$ cat config.mk
export PLATFORM = sky130hd
export DESIGN_NAME = typed_value_comparator_core
export DESIGN_NICKNAME = d
export VERILOG_FILES = /design/src/design/tvc_pkg.sv /design/src/design/typed_value_comparator_core.sv
export SDC_FILE = /design/constraint.sdc
export NUM_CORES = 1
export LEC_CHECK = 0
export BUFFER_PORTS_ARGS = -buffer_cell sky130_fd_sc_hd__buf_2
export CAP_MARGIN = 20
export CORE_MARGIN = 3
export CORE_UTILIZATION = 35
export CTS_BUF_LIST = sky130_fd_sc_hd__clkbuf_16
export CTS_CLUSTER_SIZE = 25
export DETAILED_ROUTE_END_ITERATION = 16
export SLEW_MARGIN = 20
export SYNTH_ARGS = -nofsm -noshare
export SYNTH_HDL_FRONTEND = slang
export SYNTH_SLANG_ARGS = --single-unit
export TNS_END_PERCENT = 5
$ cat constraint.sdc
create_clock -name clk -period 10.4 [get_ports clk]
set_clock_uncertainty 0.1 [all_clocks]
set_input_delay 2.08 -clock clk [delete_from_list [all_inputs] [get_ports clk]]
set_output_delay 2.08 -clock clk [all_outputs]
set_load 0.05 [all_outputs]
$ cat src/design/tvc_pkg.sv
// shared types, codes and ordering helpers for the typed value comparator
package tvc_pkg;

  localparam int unsigned OperandWidth = 64;

  typedef enum logic [3:0] {
    ET_BOOL    = 4'd0,
    ET_INT8    = 4'd1,
    ET_INT16   = 4'd2,
    ET_INT32   = 4'd3,
    ET_INT64   = 4'd4,
    ET_UINT8   = 4'd5,
    ET_UINT16  = 4'd6,
    ET_UINT32  = 4'd7,
    ET_UINT64  = 4'd8,
    ET_FLOAT   = 4'd9,
    ET_DOUBLE  = 4'd10,
    ET_CFLOAT  = 4'd11,
    ET_CDOUBLE = 4'd12
  } elem_type_t;

  typedef enum logic [2:0] {
    OP_LT = 3'd0,
    OP_LE = 3'd1,
    OP_EQ = 3'd2,
    OP_NE = 3'd3,
    OP_GE = 3'd4,
    OP_GT = 3'd5
  } compare_op_t;

  typedef enum logic [1:0] {
    ORD_LT = 2'd0,
    ORD_EQ = 2'd1,
    ORD_GT = 2'd2,
    ORD_UN = 2'd3
  } ord_t;

  typedef enum logic {
    REG_ELEM_TYPE  = 1'b0,
    REG_COMPARE_OP = 1'b1
  } reg_idx_t;

  function automatic ord_t ord_u64(input logic [63:0] x, input logic [63:0] y);
    if (x < y) return ORD_LT;
    if (x > y) return ORD_GT;
    return ORD_EQ;
  endfunction

  // monotone key of a non-nan value; both zeros map alike
  function automatic logic [63:0] fp_key64(input logic [63:0] x);
    if (x[62:0] == '0) return 64'h8000_0000_0000_0000;
    if (x[63]) return ~x;
    return {1'b1, x[62:0]};
  endfunction

  function automatic logic [31:0] fp_key32(input logic [31:0] x);
    if (x[30:0] == '0) return 32'h8000_0000;
    if (x[31]) return ~x;
    return {1'b1, x[30:0]};
  endfunction

  function automatic ord_t ord_fp(input logic [63:0] x, input logic [63:0] y,
                                  input logic dbl);
    if (dbl) begin
      if (x[62:0] > 63'h7FF0_0000_0000_0000 || y[62:0] > 63'h7FF0_0000_0000_0000)
        return ORD_UN;
      return ord_u64(fp_key64(x), fp_key64(y));
    end
    if (x[30:0] > 31'h7F80_0000 || y[30:0] > 31'h7F80_0000) return ORD_UN;
    return ord_u64({32'd0, fp_key32(x[31:0])}, {32'd0, fp_key32(y[31:0])});
  endfunction

  function automatic logic apply_op(input compare_op_t op, input ord_t o);
    case (op)
      OP_LT:   return o == ORD_LT;
      OP_LE:   return o == ORD_LT || o == ORD_EQ;
      OP_EQ:   return o == ORD_EQ;
      OP_NE:   return o != ORD_EQ;
      OP_GE:   return o == ORD_GT || o == ORD_EQ;
      OP_GT:   return o == ORD_GT;
      default: return 1'b0;
    endcase
  endfunction

endpackage

$ cat src/design/typed_value_comparator_core.sv
// typed value comparator: one relation test per beat on integer, float or complex operands
// One beat is accepted per cycle while out_ready stays high (full throughput), and its
// answer passes from a registered input stage through one compare stage into the output
// register. elem_type and compare_op are written through the cfg channel; the user must
// write them only while the block is idle, and the block itself does not enforce it.
module typed_value_comparator_core (
  input  logic        clk,
  input  logic        rst_n,
  input  logic        cfg_valid,
  output logic        cfg_ready,
  input  logic        cfg_index,
  input  logic [3:0]  cfg_data,
  input  logic        in_valid,
  output logic        in_ready,
  input  logic [tvc_pkg::OperandWidth-1:0] in_a_real,
  input  logic [tvc_pkg::OperandWidth-1:0] in_a_imag,
  input  logic [tvc_pkg::OperandWidth-1:0] in_b_real,
  input  logic [tvc_pkg::OperandWidth-1:0] in_b_imag,
  output logic        out_valid,
  input  logic        out_ready,
  output logic        out_holds
);
  import tvc_pkg::*;

  elem_type_t  elem_type_r;
  compare_op_t compare_op_r;
  logic        s1_valid_r;
  logic [63:0] ar_r, ai_r, br_r, bi_r;
  logic        out_valid_r, out_holds_r;
  logic        s1_ready, out_load;
  logic        holds_nxt;

  assign cfg_ready = 1'b1;
  assign out_load  = !out_valid_r || out_ready;
  assign s1_ready  = !s1_valid_r || out_load;
  assign in_ready  = s1_ready;
  assign out_valid = out_valid_r;
  assign out_holds = out_holds_r;

  always_ff @(posedge clk) begin
    if (!rst_n) begin
      elem_type_r  <= ET_BOOL;
      compare_op_r <= OP_LT;
    end else if (cfg_valid) begin
      if (cfg_index == REG_ELEM_TYPE) elem_type_r <= elem_type_t'(cfg_data);
      else compare_op_r <= compare_op_t'(cfg_data[2:0]);
    end
  end

  always_ff @(posedge clk) begin
    if (!rst_n) begin
      s1_valid_r  <= 1'b0;
      out_valid_r <= 1'b0;
    end else begin
      if (s1_ready) s1_valid_r <= in_valid;
      if (out_load) out_valid_r <= s1_valid_r;
    end
  end

  always_ff @(posedge clk) begin
    if (in_valid && s1_ready) begin
      ar_r <= in_a_real;
      ai_r <= in_a_imag;
      br_r <= in_b_real;
      bi_r <= in_b_imag;
    end
    if (out_load && s1_valid_r) out_holds_r <= holds_nxt;
  end

  always_comb begin
    ord_t ore, oim;
    logic dbl;
    dbl = (elem_type_r == ET_DOUBLE) || (elem_type_r == ET_CDOUBLE);
    ore = ord_fp(ar_r, br_r, dbl);
    oim = ord_fp(ai_r, bi_r, dbl);
    case (elem_type_r)
      ET_BOOL, ET_UINT8:
        holds_nxt = apply_op(compare_op_r, ord_u64({56'd0, ar_r[7:0]}, {56'd0, br_r[7:0]}));
      ET_UINT16:
        holds_nxt = apply_op(compare_op_r, ord_u64({48'd0, ar_r[15:0]}, {48'd0, br_r[15:0]}));
      ET_UINT32:
        holds_nxt = apply_op(compare_op_r, ord_u64({32'd0, ar_r[31:0]}, {32'd0, br_r[31:0]}));
      ET_UINT64:
        holds_nxt = apply_op(compare_op_r, ord_u64(ar_r, br_r));
      // signed: flip the sign bit to get an order-preserving unsigned key
      ET_INT8:
        holds_nxt = apply_op(compare_op_r, ord_u64({56'd0, ~ar_r[7], ar_r[6:0]},
                                                   {56'd0, ~br_r[7], br_r[6:0]}));
      ET_INT16:
        holds_nxt = apply_op(compare_op_r, ord_u64({48'd0, ~ar_r[15], ar_r[14:0]},
                                                   {48'd0, ~br_r[15], br_r[14:0]}));
      ET_INT32:
        holds_nxt = apply_op(compare_op_r, ord_u64({32'd0, ~ar_r[31], ar_r[30:0]},
                                                   {32'd0, ~br_r[31], br_r[30:0]}));
      ET_INT64:
        holds_nxt = apply_op(compare_op_r, ord_u64({~ar_r[63], ar_r[62:0]},
                                                   {~br_r[63], br_r[62:0]}));
      ET_FLOAT, ET_DOUBLE:
        holds_nxt = apply_op(compare_op_r, ore);
      ET_CFLOAT, ET_CDOUBLE: begin
        if (compare_op_r == OP_EQ) holds_nxt = (ore == ORD_EQ) && (oim == ORD_EQ);
        else if (compare_op_r == OP_NE) holds_nxt = !((ore == ORD_EQ) && (oim == ORD_EQ));
        else holds_nxt = apply_op(compare_op_r, (ore == ORD_EQ) ? oim : ore);
      end
      default: holds_nxt = 1'b0;
    endcase
  end

`ifndef SYNTH
  a_out_from_s1: assert property (@(posedge clk) disable iff (!rst_n)
    (out_load && s1_valid_r) |=> out_valid_r)
    else $error("result register missed a beat");
  a_out_hold: assert property (@(posedge clk) disable iff (!rst_n)
    (out_valid_r && !out_ready) |=> (out_valid_r && $stable(out_holds_r)))
    else $error("stalled result changed");
  a_s1_hold: assert property (@(posedge clk) disable iff (!rst_n)
    (s1_valid_r && !out_load) |=> (s1_valid_r && $stable(ar_r) && $stable(br_r)))
    else $error("stalled input stage changed");
`endif

endmodule
==> impl_metrics.tcl <==
set metrics [dict create \
    antenna_found_initial 2 \
    chipWidth_um 249.0 \
    cts.reportedPaths.clkPinSlew_ns 0.06 \
    synth_area_per_cell_um2 9.589 \
    worst_setup_path_start_kind "flip-flop" \
    ys.flop_type "edfxtp_1" \
    core_um2 58030 \
    start_util_pct 35.63 \
    hpwl_um 46100 \
    area_growth_pct 15.58 \
    hold_start "s1_valid_r$_SDFFE_PN0N_" \
    period_share_pct 62.57 \
    grt_pass1_vias 17115 \
    pin_count 270 \
    cts_tree "built" \
    root_buffer "clkbuf_16" \
    cts_buffer_depth 3 \
    power.ir.vdd_worst_mv 0.1272 \
    ant_nets 0 \
    synth_seq_cells 266 \
    finalWorstSetupSlack_ns 3.893 \
    h-tree-depth 2 \
    first_pass_iters 5 \
    final_max_slew_viol_count 0 \
    synth_area_leaders "edfxtp_1 (37%), ha_1 (16%), xnor2_1 (8.1%)" \
    cpPeakStageDelay_ns 0.74 \
    cp_top_family "simple AND/OR/NAND/NOR gates" \
    synth_nets 2686 \
    relSlewSlack_pct 25.39 \
    path_buf_inv 1 \
    place_congestion 0.9016 \
    portBuffers 268 \
    final-instance-count-excl-fill 3171 \
    insertion_delay_ns 0.54 \
    yosysTopAreaCell "edfxtp_1" \
    cp_data_arrival_time_ns 6.68 \
    nFillCells 5596 \
    hold_path_class "flip-flop to flip-flop" \
    routed_via_density 5.229 \
    drt_iter0_drc 964 \
    synthDistinctLibCells 66 \
    wl_per_cell_um 18.88 \
    yosysSeqAreaShare_pct 38.20 \
    slowest_stage "or3_2" \
    min_period_ns 6.507 \
    numCtsBuffers 34 \
    vias 16581 \
    hold_violations 0 \
    ys.warnings.count 0 \
    drive_above_1_share_pct 14.51 \
    die_h_um 249.0 \
    post_cts_buffers 0 \
    wl_um 59860 \
    track_usage_pct 18.92 \
    register_area_um2 7898 \
    p_leak_uw 0.01028 \
    clock_sinks 266 \
    min_path_cells 1 \
    reg2reg_from "br_r[29]$_DFFE_PP_" \
    clock.fmax_mhz 153.7 \
    min_to "out_valid$_SDFFE_PN0P_" \
    r2r_end "out_holds$_DFFE_PP_" \
    rows 88 \
    netlist_instances 2156 \
    setup_viol 0 \
    synth_edf_count 257 \
    end_kind "flip-flop" \
    p_per_area_nw_per_um2 137.3 \
    maxCapViolCount 0 \
    grt_overflow_total 0 \
    r2r_slack_ns 3.89 \
    yosysTopAreaCellShare_pct 37.33 \
    tns_ns 0 \
    r2r_cells 18 \
    multi_input_area_um2 12110 \
    dieArea_um2 62020 \
    rsz0062_at_grt "no" \
    drc 0 \
    crit_chain "nor4_1, and4_1, nand4_1, or3_2, buf_4, nand2_1, ha_1, and2_0, a221o_1, a221oi_1, o31ai_1, a2111oi_0, o2111ai_1, and3_1, nor4b_1, o311a_1, o211a_1, nand4b_1" \
    status "complete, no violations" \
    tightest_slew_ns 1.119 \
    dp_slack_ns 3.902 \
    grt_pass1_wl_um 93500 \
    cts_resized 0 \
    grt_start_max_net_pins 73 \
    synthArstFlopShare_pct 0 \
    worstPathRequired_ns 10.58 \
    hold_buffers 0 \
    dp.cells 3111 \
    fin_nets 2912 \
    critPathMaxFanout 39 \
    synth_area_um2 20670 \
    worstSetupPathType "flip-flop to flip-flop" \
]
final cells by class:
cell class	instances	area share [%]
diodes	1	0.01047
clock inverters	22	0.8431
flip-flops and latches	266	33.05
inverters	85	1.335
multi-input cells	1708	50.67
clock buffers	37	3.875
repair buffers	287	6.210
well taps	765	4.006
power breakdown:
group	switching (µW)	leakage (µW)	total, µW	internal, µW
clock network	482	0.000554	1200	718
registers	79.6	0.00258	1330	1250
logic	417	0.00714	749	332
total	978	0.0103	3280	2300
how the worst max path moves through the flow:
| stage | cells after the start | endpoint | start |
|---|---|---|---|
| finish | 18 | out_holds$_DFFE_PP_ | br_r[29]$_DFFE_PP_ |
| global route | 18 | out_holds$_DFFE_PP_ | br_r[27]$_DFFE_PP_ |
| CTS | 18 | out_holds$_DFFE_PP_ | br_r[29]$_DFFE_PP_ |
| detailed placement | 18 | out_holds$_DFFE_PP_ | br_r[29]$_DFFE_PP_ |
| global placement | 18 | out_holds$_DFFE_PP_ | br_r[29]$_DFFE_PP_ |
| floorplan | 3 | ai_r[0]$_DFFE_PP_ | out_ready |
kinds of logic after synthesis:
kind of cell,after synthesis,share of synthesized area [%]
AND/OR/NAND/NOR,788,17.75
XOR/XNOR,382,16.18
AO/OA/AOI/OAI,269,8.328
flip-flops,266,38.20
adder cells (fa/ha/maj),264,15.98
buffers and inverters,182,3.347
multiplexers,4,0.1937
other,1,0.01814
metrics by stage:
stage	power [µW]	hold slack, ns	utilization, %	area (µm²)
finish	3280	0.4405	41.18	23890
global route	3473	0.4629	41.17	23890
CTS	3317	0.4425	41.17	23890
detailed placement	2099	0.4274	39.22	22760
global placement	2074	0.3911	39.22	22760
floorplan	1868	0.3768	-	20670
placed cells by master (no fill, tap or decap), types with 10 or more instances in the layout:
| master | synthesis | final |
|---|---|---|
| nand2_1 | 279 | 279 |
| buf_2 | 1 | 268 |
| ha_1 | 264 | 264 |
| edfxtp_1 | 257 | 257 |
| nor2_1 | 223 | 223 |
| xnor2_1 | 192 | 192 |
| xor2_1 | 190 | 190 |
| a21oi_1 | 91 | 91 |
| inv_1 | 85 | 87 |
| nand4_1 | 70 | 70 |
| nor4_1 | 62 | 60 |
| o21ai_0 | 54 | 54 |
| clkbuf_16 | 0 | 37 |
| nand3_1 | 35 | 34 |
| nor3_1 | 25 | 25 |
| a21o_1 | 22 | 22 |
| nor2b_1 | 21 | 21 |
| buf_4 | 2 | 19 |
| a211oi_1 | 18 | 18 |
| and4_1 | 14 | 13 |
| nand2b_1 | 13 | 13 |
| or3_1 | 10 | 10 |
synthesized netlist by cell type (21+ instances only):
| cell | instances |
|---|---|
| edfxtp_1 | 257 |
| xor2_1 | 190 |
| nor2_1 | 223 |
| o21ai_0 | 54 |
| inv_1 | 85 |
| nand2_1 | 279 |
| clkbuf_1 | 73 |
| buf_1 | 21 |
| nand4_1 | 70 |
| xnor2_1 | 192 |
| ha_1 | 264 |
| nor2b_1 | 21 |
| nor4_1 | 62 |
| a21o_1 | 22 |
| nand3_1 | 35 |
| a21oi_1 | 91 |
| nor3_1 | 25 |
metal layers:
layer | global-route usage [%] | routed length (µm) | up-vias
li1 | - | - | 8134
met2 | 34.25 | 30130 | 445
met4 | 6.747 | 2091 | 0
met5 | 0 | 0 | -
met3 | 2.527 | 2737 | 104
met1 | 22.96 | 24900 | 7898
flip-flops by register name (all words and copies together) (netlist names):
name / count
ai_r: 64
ar_r: 64
bi_r: 64
br_r: 64
compare_op_r: 3
elem_type_r: 4
out_holds: 1
out_valid: 1
s1_valid_r: 1
(Power assumes the default switching activity.)
